[src/hdl/psg_pkg.sv]
// Shared types and constants for the tone/noise sample mixer.
`default_nettype none
package psg_pkg;
    localparam logic [1:0] MODE_TONE = 2'd0;
    localparam logic [1:0] MODE_VOL  = 2'd1;
    localparam logic [1:0] MODE_TICK = 2'd2;

    localparam logic [1:0] CFG_DISABLED = 2'd0;
    localparam logic [1:0] CFG_NTSC     = 2'd1;
    localparam logic [1:0] CFG_MODMASK  = 2'd2;

    localparam logic [63:0] CLK_NTSC = 64'd3579545;
    localparam logic [63:0] CLK_PAL  = 64'd3546893;

    localparam int PHASE_W = 16;
    localparam int FRAC_W  = 16;
    // Dividend of the half-period test is phase << 17.
    localparam int NUM_W   = PHASE_W + 17;
    localparam int SUM_W   = 14;

    localparam logic [5:0] STEPS_A = 6'(NUM_W - 1);
    localparam logic [5:0] STEPS_B = 6'(PHASE_W);

    localparam logic [15:0] LFSR_SEED = 16'h8000;
    localparam logic [9:0]  NOISE_R0  = 10'h010;
    localparam logic [9:0]  NOISE_R1  = 10'h020;
    localparam logic [9:0]  NOISE_R2  = 10'h040;

    typedef struct packed {
        logic [1:0] ch;
        logic       wr_tone;
        logic       wr_amp;
        logic       sum_clr;
        logic       note_dec;
        logic       add_mod;
        logic       mul;
        logic       load_a;
        logic       load_b;
        logic       div_step;
        logic       add_tone;
        logic       phase_wr;
        logic       noise;
        logic       out_load;
    } t_cmd;

    typedef struct packed {
        logic dis;
        logic modu;
        logic note_zero;
        logic vol_zero;
        logic whole_zero;
        logic noise_on;
    } t_stat;
endpackage
`default_nettype wire

[src/hdl/psg_dp.sv]
// Datapath: channel state, shared serial divider, noise LFSR and output mixer.
`default_nettype none
module psg_dp import psg_pkg::*; #(
    parameter int SAMPLE_RATE = 44100,
    parameter int NOTE_LENGTH = 4096
) (
    input  wire logic         i_clk,
    input  wire logic         i_rst_n,
    input  wire logic         i_cfg_we,
    input  wire logic [1:0]   i_cfg_idx,
    input  wire logic [3:0]   i_cfg_data,
    input  wire logic [1:0]   i_channel,
    input  wire logic [9:0]   i_value,
    input  wire t_cmd         i_cmd,
    output t_stat             o_stat,
    output logic signed [15:0] o_sample
);
    localparam logic [63:0] RATE_NUM = 64'(SAMPLE_RATE) * 64'd64 * 64'd65536;
    localparam logic [63:0] F_NTSC = (RATE_NUM + CLK_NTSC / 64'd2) / CLK_NTSC;
    localparam logic [63:0] F_PAL  = (RATE_NUM + CLK_PAL / 64'd2) / CLK_PAL;
    localparam int FACTOR_W = $clog2(int'(F_PAL) + 1);
    localparam int SPAN_W   = 10 + FACTOR_W;
    localparam int WHOLE_W  = SPAN_W - FRAC_W;

    logic [9:0]  r_tone [4];
    logic [9:0]  r_amp [4];
    logic [12:0] r_note [3];
    logic [15:0] r_phase [3];
    logic [9:0]  r_ncnt;
    logic [15:0] r_lfsr;
    logic [3:0]  r_dis;
    logic        r_ntsc;
    logic [2:0]  r_modm;
    logic [SPAN_W-1:0] r_span;
    logic [NUM_W-1:0]  r_num;
    logic [SPAN_W:0]   r_rem;
    logic [SPAN_W-1:0] r_den;
    logic              r_q;
    logic signed [SUM_W-1:0] r_sum;
    logic signed [15:0] r_sample;

    logic [FACTOR_W-1:0] factor;
    logic [WHOLE_W-1:0]  whole;
    logic [SPAN_W:0]     trial;
    logic                ge;
    logic [7:0]          level;
    logic [9:0]          ncnt_ld;
    logic [15:0]         lfsr_nx;
    logic                fb;
    logic signed [SUM_W+5:0] prod;
    logic [9:0]          vol;

    assign factor = r_ntsc ? FACTOR_W'(F_NTSC) : FACTOR_W'(F_PAL);
    assign whole  = r_span[SPAN_W-1:FRAC_W];
    assign trial  = {r_rem[SPAN_W-1:0], r_num[NUM_W-1]};
    assign ge     = trial >= {1'b0, r_den};
    assign vol    = r_amp[i_cmd.ch];
    assign level  = {r_tone[i_cmd.ch][5:0], 2'b00} - 8'd30;
    assign prod   = (SUM_W+6)'(r_sum) * (SUM_W+6)'(25);

    always_comb begin
        unique case (r_tone[3][1:0])
            2'd0: ncnt_ld = NOISE_R0;
            2'd1: ncnt_ld = NOISE_R1;
            2'd2: ncnt_ld = NOISE_R2;
            default: ncnt_ld = r_tone[2];
        endcase
        fb = r_tone[3][2] ? (r_lfsr[0] ^ r_lfsr[3]) : r_lfsr[0];
        lfsr_nx = (r_ncnt == 10'd0) ? {fb, r_lfsr[15:1]} : r_lfsr;
    end

    always_ff @(posedge i_clk) begin
        if (!i_rst_n) begin
            for (int k = 0; k < 4; k++) begin
                r_tone[k] <= '0;
                r_amp[k]  <= '0;
            end
            for (int k = 0; k < 3; k++) begin
                r_note[k]  <= '0;
                r_phase[k] <= '0;
            end
            r_ncnt <= '0;
            r_lfsr <= LFSR_SEED;
            r_dis  <= '0;
            r_ntsc <= 1'b1;
            r_modm <= '0;
            r_sum  <= '0;
        end else begin
            if (i_cfg_we) begin
                unique case (i_cfg_idx)
                    CFG_DISABLED: r_dis  <= i_cfg_data;
                    CFG_NTSC:     r_ntsc <= i_cfg_data[0];
                    CFG_MODMASK:  r_modm <= i_cfg_data[2:0];
                    default: ;
                endcase
            end
            if (i_cmd.wr_tone) begin
                r_tone[i_channel] <= i_value;
                if (i_channel == 2'd3) begin
                    r_ncnt <= '0;
                    r_lfsr <= LFSR_SEED;
                end else begin
                    r_note[i_channel] <= 13'(NOTE_LENGTH);
                end
            end
            if (i_cmd.wr_amp) r_amp[i_channel] <= i_value;
            if (i_cmd.sum_clr) r_sum <= '0;
            if (i_cmd.note_dec) r_note[i_cmd.ch] <= r_note[i_cmd.ch] - 13'd1;
            if (i_cmd.add_mod) r_sum <= r_sum + SUM_W'(signed'(level));
            if (i_cmd.add_tone)
                r_sum <= r_q ? r_sum - SUM_W'(vol) : r_sum + SUM_W'(vol);
            if (i_cmd.phase_wr) r_phase[i_cmd.ch] <= r_rem[15:0];
            if (i_cmd.noise) begin
                // Reload and shift on an expired countdown, then count down.
                if (r_ncnt == 10'd0) begin
                    r_ncnt <= (ncnt_ld == 10'd0) ? 10'd0 : ncnt_ld - 10'd1;
                end else begin
                    r_ncnt <= r_ncnt - 10'd1;
                end
                r_lfsr <= lfsr_nx;
                r_sum <= lfsr_nx[0] ? r_sum + SUM_W'(r_amp[3])
                                    : r_sum - SUM_W'(r_amp[3]);
            end
        end
    end

    always_ff @(posedge i_clk) begin
        if (i_cmd.mul) r_span <= SPAN_W'(r_tone[i_cmd.ch] * factor);
        if (i_cmd.load_a) begin
            r_num <= {r_phase[i_cmd.ch], 17'd0};
            r_den <= r_span;
            r_rem <= '0;
        end
        if (i_cmd.load_b) begin
            r_num <= {17'(r_phase[i_cmd.ch]) + 17'd1, 16'd0};
            r_den <= SPAN_W'(whole);
            r_rem <= '0;
        end
        if (i_cmd.div_step) begin
            r_num <= {r_num[NUM_W-2:0], 1'b0};
            r_rem <= ge ? trial - {1'b0, r_den} : trial;
            r_q   <= ge;
        end
        if (i_cmd.out_load) begin
            if (prod > (SUM_W+6)'(32767))       r_sample <= 16'sh7FFF;
            else if (prod < -(SUM_W+6)'(32768)) r_sample <= 16'sh8000;
            else                                 r_sample <= prod[15:0];
        end
    end

    assign o_stat.dis        = r_dis[i_cmd.ch];
    assign o_stat.modu       = r_modm[i_cmd.ch];
    assign o_stat.note_zero  = r_note[i_cmd.ch] == 13'd0;
    assign o_stat.vol_zero   = vol == 10'd0;
    assign o_stat.whole_zero = whole == '0;
    assign o_stat.noise_on   = !r_dis[3] && (r_amp[3] != 10'd0);
    assign o_sample = r_sample;
endmodule
`default_nettype wire

[src/hdl/psg_ctrl.sv]
// Controller: sequences writes and the per-channel steps of a sample tick.
`default_nettype none
module psg_ctrl import psg_pkg::*; (
    input  wire logic       i_clk,
    input  wire logic       i_rst_n,
    input  wire logic       i_valid,
    input  wire logic [1:0] i_mode,
    output logic            o_ready,
    output logic            o_valid,
    input  wire logic       i_ready,
    input  wire t_stat      i_stat,
    output t_cmd            o_cmd
);
    localparam logic [3:0] S_IDLE = 4'd0;
    localparam logic [3:0] S_CHK  = 4'd1;
    localparam logic [3:0] S_MUL  = 4'd2;
    localparam logic [3:0] S_WHL  = 4'd3;
    localparam logic [3:0] S_DIVA = 4'd4;
    localparam logic [3:0] S_ADDA = 4'd5;
    localparam logic [3:0] S_DIVB = 4'd6;
    localparam logic [3:0] S_PWR  = 4'd7;
    localparam logic [3:0] S_NOIS = 4'd8;
    localparam logic [3:0] S_OUT  = 4'd9;

    logic [3:0] r_state, n_state;
    logic [1:0] r_ch, n_ch;
    logic [5:0] r_cnt, n_cnt;
    logic       r_valid, n_valid;
    logic       accept;
    logic       last_ch;

    assign o_ready = r_state == S_IDLE;
    assign o_valid = r_valid;
    assign accept  = i_valid && o_ready;
    assign last_ch = r_ch == 2'd2;

    always_comb begin
        n_state = r_state;
        n_ch    = r_ch;
        n_cnt   = r_cnt;
        n_valid = r_valid && !i_ready;
        o_cmd   = '0;
        o_cmd.ch = r_ch;
        unique case (r_state)
            S_IDLE: begin
                if (accept) begin
                    o_cmd.wr_tone = i_mode == MODE_TONE;
                    o_cmd.wr_amp  = i_mode == MODE_VOL;
                    if (i_mode == MODE_TICK) begin
                        o_cmd.sum_clr = 1'b1;
                        n_ch = 2'd0;
                        n_state = S_CHK;
                    end
                end
            end
            S_CHK: begin
                if (i_stat.dis) begin
                    n_state = last_ch ? S_NOIS : S_CHK;
                    n_ch = r_ch + 2'd1;
                end else if (i_stat.modu) begin
                    o_cmd.add_mod = 1'b1;
                    n_state = last_ch ? S_NOIS : S_CHK;
                    n_ch = r_ch + 2'd1;
                end else if (i_stat.note_zero) begin
                    n_state = last_ch ? S_NOIS : S_CHK;
                    n_ch = r_ch + 2'd1;
                end else begin
                    o_cmd.note_dec = 1'b1;
                    if (i_stat.vol_zero) begin
                        n_state = last_ch ? S_NOIS : S_CHK;
                        n_ch = r_ch + 2'd1;
                    end else begin
                        n_state = S_MUL;
                    end
                end
            end
            S_MUL: begin
                o_cmd.mul = 1'b1;
                n_state = S_WHL;
            end
            S_WHL: begin
                if (i_stat.whole_zero) begin
                    n_state = last_ch ? S_NOIS : S_CHK;
                    n_ch = r_ch + 2'd1;
                end else begin
                    o_cmd.load_a = 1'b1;
                    n_cnt = STEPS_A;
                    n_state = S_DIVA;
                end
            end
            S_DIVA: begin
                o_cmd.div_step = 1'b1;
                n_cnt = r_cnt - 6'd1;
                if (r_cnt == 6'd0) n_state = S_ADDA;
            end
            S_ADDA: begin
                // Quotient parity picks the half period.
                o_cmd.add_tone = 1'b1;
                o_cmd.load_b = 1'b1;
                n_cnt = STEPS_B;
                n_state = S_DIVB;
            end
            S_DIVB: begin
                o_cmd.div_step = 1'b1;
                n_cnt = r_cnt - 6'd1;
                if (r_cnt == 6'd0) n_state = S_PWR;
            end
            S_PWR: begin
                o_cmd.phase_wr = 1'b1;
                n_state = last_ch ? S_NOIS : S_CHK;
                n_ch = r_ch + 2'd1;
            end
            S_NOIS: begin
                o_cmd.noise = i_stat.noise_on;
                n_state = S_OUT;
            end
            S_OUT: begin
                // Hold until the output register is free.
                if (!r_valid || i_ready) begin
                    o_cmd.out_load = 1'b1;
                    n_valid = 1'b1;
                    n_state = S_IDLE;
                end
            end
            default: n_state = S_IDLE;
        endcase
    end

    always_ff @(posedge i_clk) begin
        if (!i_rst_n) begin
            r_state <= S_IDLE;
            r_ch    <= '0;
            r_cnt   <= '0;
            r_valid <= 1'b0;
        end else begin
            r_state <= n_state;
            r_ch    <= n_ch;
            r_cnt   <= n_cnt;
            r_valid <= n_valid;
        end
    end

`ifndef SYNTHESIS
    a_out_free: assert property (@(posedge i_clk) disable iff (!i_rst_n)
        o_cmd.out_load |-> (!r_valid || i_ready))
        else $error("output overwritten while a beat waits");
    a_tick_busy: assert property (@(posedge i_clk) disable iff (!i_rst_n)
        (accept && i_mode == MODE_TICK) |=> !o_ready)
        else $error("tick accepted without starting work");
    a_ch_range: assert property (@(posedge i_clk) disable iff (!i_rst_n)
        (r_state != S_IDLE && r_state != S_NOIS && r_state != S_OUT) |-> r_ch != 2'd3)
        else $error("tone channel index out of range");
    a_div_step: assert property (@(posedge i_clk) disable iff (!i_rst_n)
        (r_state == S_ADDA) |-> $past(r_state) == S_DIVA)
        else $error("divider result used without finishing");
`endif
endmodule
`default_nettype wire

[src/hdl/psg_tone_noise_sample_mixer_core.sv]
// Top level of the tone/noise sample mixer.
`default_nettype none
// Three square-wave tone channels and one LFSR noise channel, mixed into one
// saturated signed 16-bit sample per tick beat; tone and volume beats update
// channel state and give no output beat. In a tick each sounding tone channel
// runs one shared bit-serial divider for 33 steps (half-period parity) and
// 17 steps (phase wrap). Disabled, modulated, note-expired or zero-volume
// channels pass through S_CHK only; a channel whose period rounds to zero
// samples goes through S_CHK, S_MUL and S_WHL. A stalled output beat holds
// the next tick in its last step. The user must make configuration writes
// only while the block is idle; the block itself does not enforce this.
module psg_tone_noise_sample_mixer_core import psg_pkg::*; #(
    parameter int SAMPLE_RATE = 44100,
    parameter int NOTE_LENGTH = 4096
) (
    input  wire logic        i_clk,
    input  wire logic        i_rst_n,
    input  wire logic        i_valid,
    output logic             o_ready,
    input  wire logic [1:0]  i_mode,
    input  wire logic [1:0]  i_channel,
    input  wire logic [9:0]  i_value,
    output logic             o_valid,
    input  wire logic        i_ready,
    output logic signed [15:0] o_sample,
    input  wire logic        i_cfg_we,
    input  wire logic [1:0]  i_cfg_idx,
    input  wire logic [3:0]  i_cfg_data
);
    t_cmd  cmd;
    t_stat stat;

    psg_ctrl u_ctrl (
        .i_clk   (i_clk),
        .i_rst_n (i_rst_n),
        .i_valid (i_valid),
        .i_mode  (i_mode),
        .o_ready (o_ready),
        .o_valid (o_valid),
        .i_ready (i_ready),
        .i_stat  (stat),
        .o_cmd   (cmd)
    );

    psg_dp #(
        .SAMPLE_RATE (SAMPLE_RATE),
        .NOTE_LENGTH (NOTE_LENGTH)
    ) u_dp (
        .i_clk      (i_clk),
        .i_rst_n    (i_rst_n),
        .i_cfg_we   (i_cfg_we),
        .i_cfg_idx  (i_cfg_idx),
        .i_cfg_data (i_cfg_data),
        .i_channel  (i_channel),
        .i_value    (i_value),
        .i_cmd      (cmd),
        .o_stat     (stat),
        .o_sample   (o_sample)
    );
endmodule
`default_nettype wire
[config.mk]
export PLATFORM = sky130hd
export DESIGN_NAME = psg_tone_noise_sample_mixer_core
export DESIGN_NICKNAME = d
export VERILOG_FILES = /design/src/hdl/psg_pkg.sv /design/src/hdl/psg_dp.sv /design/src/hdl/psg_ctrl.sv /design/src/hdl/psg_tone_noise_sample_mixer_core.sv
export SDC_FILE = /design/constraint.sdc
export NUM_CORES = 1
export LEC_CHECK = 0
export BUFFER_PORTS_ARGS = -buffer_cell sky130_fd_sc_hd__buf_2
export CORE_MARGIN = 10
export CORE_UTILIZATION = 35
export DETAILED_ROUTE_END_ITERATION = 10
export GPL_ROUTABILITY_DRIVEN = 1
export HOLD_SLACK_MARGIN = 0.02
export PLACE_DENSITY_LB_ADDON = 0.08
export RECOVER_POWER = 100
export SETUP_SLACK_MARGIN = 0.02
export SYNTH_ARGS = -nofsm -noshare
export SYNTH_HDL_FRONTEND = slang
export SYNTH_HIERARCHICAL = 1
export SYNTH_SLANG_ARGS = --single-unit
[constraint.sdc]
create_clock -name i_clk -period 9.72 [get_ports i_clk]
set_clock_uncertainty 0.2 [all_clocks]
set_input_delay 1.458 -clock i_clk [delete_from_list [all_inputs] [get_ports i_clk]]
set_output_delay 1.458 -clock i_clk [all_outputs]
set_load 0.1 [all_outputs]
==> results.ini <==
[run_status]
status=complete, but fails checks
violations=capacitance limit, slew limit

[clock_tree]
cts_tree=done
cts_buffer_depth=3
cts_max_level=2
post_cts_buffers=0
cts_root_buf=clkbuf_16
clock_latency_ns=0.60
cts_hold_buf=0
clk_pin_slew_ns=0.06
postCtsResizedCells=0
clock_sinks=368
cts_buffers=46

[drt]
dr.pass1.iters=7
drc=0
drtAntennaViolNets=0
vias=18038
drt_iter0_markers=990
wirelength_um=66700
avgRoutedWirePerCell_um=19.5
via_per_inst=5.27

[sta]
min_period_over_period=0.782
worst_slack_ns=2.12
finalHoldViolations=0
tightest_slew_ns=3.29
fmax_mhz=132
finalMaxSlewViolations=348
tns_ns=0
finalCriticalPeriod_ns=7.60
grt_setup_unrepaired=false
finalSetupViolations=0
slew-limit-headroom=-1.19

[floorplanning]
die_h_um=289
rows=98
io_pins=43
die-area_sq_mm=0.0833
die_w_um=289
initial_core_util=0.353
core_sq_mm=0.0715

[power_and_ir_drop]
cellPowerDensity_mw_per_mm2=195
p_leak_nw=11.1
ir_drop_v=0.000149

[finish]
area_growth_syn_to_layout_pct=10.6
final_cell_mix=291 x edfxtp_1, 214 x nor2_1, 212 x inv_1
nFillCells=7021
mostFrequentLayoutCell=edfxtp_1
final_layout_size_suffix_gt1_frac=0.0768
nNetsFinal=2740

[critical_path]
cp.required_ns=9.84
path_max_fanout=34
slowest_stage=clkbuf_1
critPathTopFamily=buffers and inverters
cpMostUsedCell=ha_1
crit_buf_inv=2
cp_cell_sequence=clkbuf_1, mux4_2, inv_1, nor2_1, ha_1, ha_1, fa_1, a211oi_1, o21ai_0, nand3_1, and3_1, nor3_1, a2111oi_0, a21oi_1, xnor2_1
worstSetupPathType=reg -> reg
cp_slowest_stage_delay_ns=2.12
critical_path.endpoint_type=flip-flop
critPathArrivalTime_ns=7.72
crit_path_start_kind=flip-flop

[worst_hold_path]
hold_class=reg -> reg

[global_route]
grt_pass1_wl_um=105000
grt_util_all_layers=0.160
grt_pass1_vias=18385
antenna_found_initial=4
grt_remaining_overflow=0
grt_max_degree=71

[placement]
post-place-ws_ns=2.55
dp_hpwl_um=48700
place_congestion=0.856
port_buffers=42

[synthesis]
yosys_register_bits=368
syn_area_sq_mm=0.0253
ys_async_sr_fraction=0
ys_warn_count=6
ys.flop_type=edfxtp_1
syn_nets=2720
yosysSeqAreaShare=0.407
synth_edf_count=291
syn_inst=2416
synth_top_area_frac=0.346
syn_avg_cell_area_sq_um=10.5
yosysTopAreaCell=edfxtp_1
synthTopCellsByArea=edfxtp_1 35%, ha_1 9.9%, fa_1 6.3%
synth_cell_types=91

[run]
cap_violations=10

-- cell type report --
type,count,area [sq um],share of cell area
clock inverter,30,322,0.0115
tap,950,1190,0.0425
clock buffer,56,1250,0.0449
sequential,368,10300,0.368
inverter,218,818,0.0293
multi-input combinational,1732,13700,0.492
timing repair buffer,70,319,0.0114
antenna,1,2.50,0.0000896
-- stage by stage --
stage	cell area, sq um	total power [mW]	util	hold slack [ns]	std cells
final	27900	5.46	0.391	0.289	3425
after global routing	27900	5.84	0.391	0.315	3425
after CTS	28100	5.55	0.393	0.294	3424
after detailed placement	26500	3.74	0.371	0.285	3338
after global placement	26500	3.73	0.371	0.273	3338
after floorplan	25300	3.28	-	0.253	2416
-- where the power goes --
part	switching [mW]	internal, mW
clock network	0.729	1.04
logic	1.06	0.701
registers	0.0741	1.86
total	1.86	3.60
-- worst paths after layout --
check / end / start / depth (start not counted) / slack, ns
min reg2reg: u_dp/r_den[12] / u_dp/r_span[12] / 2 / 0.29
max reg2reg: u_dp/r_span[25] / u_ctrl/r_ch[0] / 15 / 2.12
min: u_dp/r_den[12] / u_dp/r_span[12] / 2 / 0.29
max: u_dp/r_span[25] / u_ctrl/r_ch[0] / 15 / 2.12
-- state kept, by name (all words and copies together) (netlist names), 2 cells and up --
name            count
u_dp/r_modm         3
u_ctrl/r_cnt        6
u_dp/r_tone        40
u_dp/r_phase       64
u_ctrl/r_ch         2
u_dp/r_span        25
u_dp/r_sum         14
u_dp/r_num         17
u_ctrl/r_state      4
u_dp/r_dis          4
u_dp/o_sample      16
u_dp/r_note        52
u_dp/r_ncnt        10
u_dp/r_den         26
u_dp/r_rem         26
u_dp/r_lfsr        16
u_dp/r_amp         40
-- tightest hold or removal path, stage by stage, from the launching register on --
cell and delay [ns]:
edfxtp_1 0.32, mux2i_1 0.06, nor2_1 0.07
-- synth_stat cells (all sizes together), types with 20 or more instances --
cell type / number
a211oi: 25
a21o: 41
a21oi: 133
and2: 122
and3: 31
buf: 22
clkbuf: 76
dfxtp: 77
edfxtp: 291
fa: 79
ha: 200
inv: 217
mux2i: 36
mux4: 50
nand2: 132
nand2b: 34
nand3: 47
nor2: 214
nor3: 62
o21a: 26
o21ai: 95
or3: 20
xnor2: 93
xor2: 27
-- logic make-up after synthesis --
kind of cell	synth area share
multiplexers	0.0628
adder cells (fa/ha/maj)	0.162
AND/OR/NAND/NOR	0.152
buffers and inverters	0.0483
XOR/XNOR	0.0416
AO/OA/AOI/OAI	0.126
flip-flops	0.407
-- per-layer routing --
layer  part of all wire  vias up  GRT usage
met2               0.48      272      0.270
met1               0.47     8925      0.216
met5            0.00020        -          0
li1                   -     8765          -
met3              0.035       74     0.0202
met4              0.018        2     0.0359
Power figures use the tool's default switching activity.
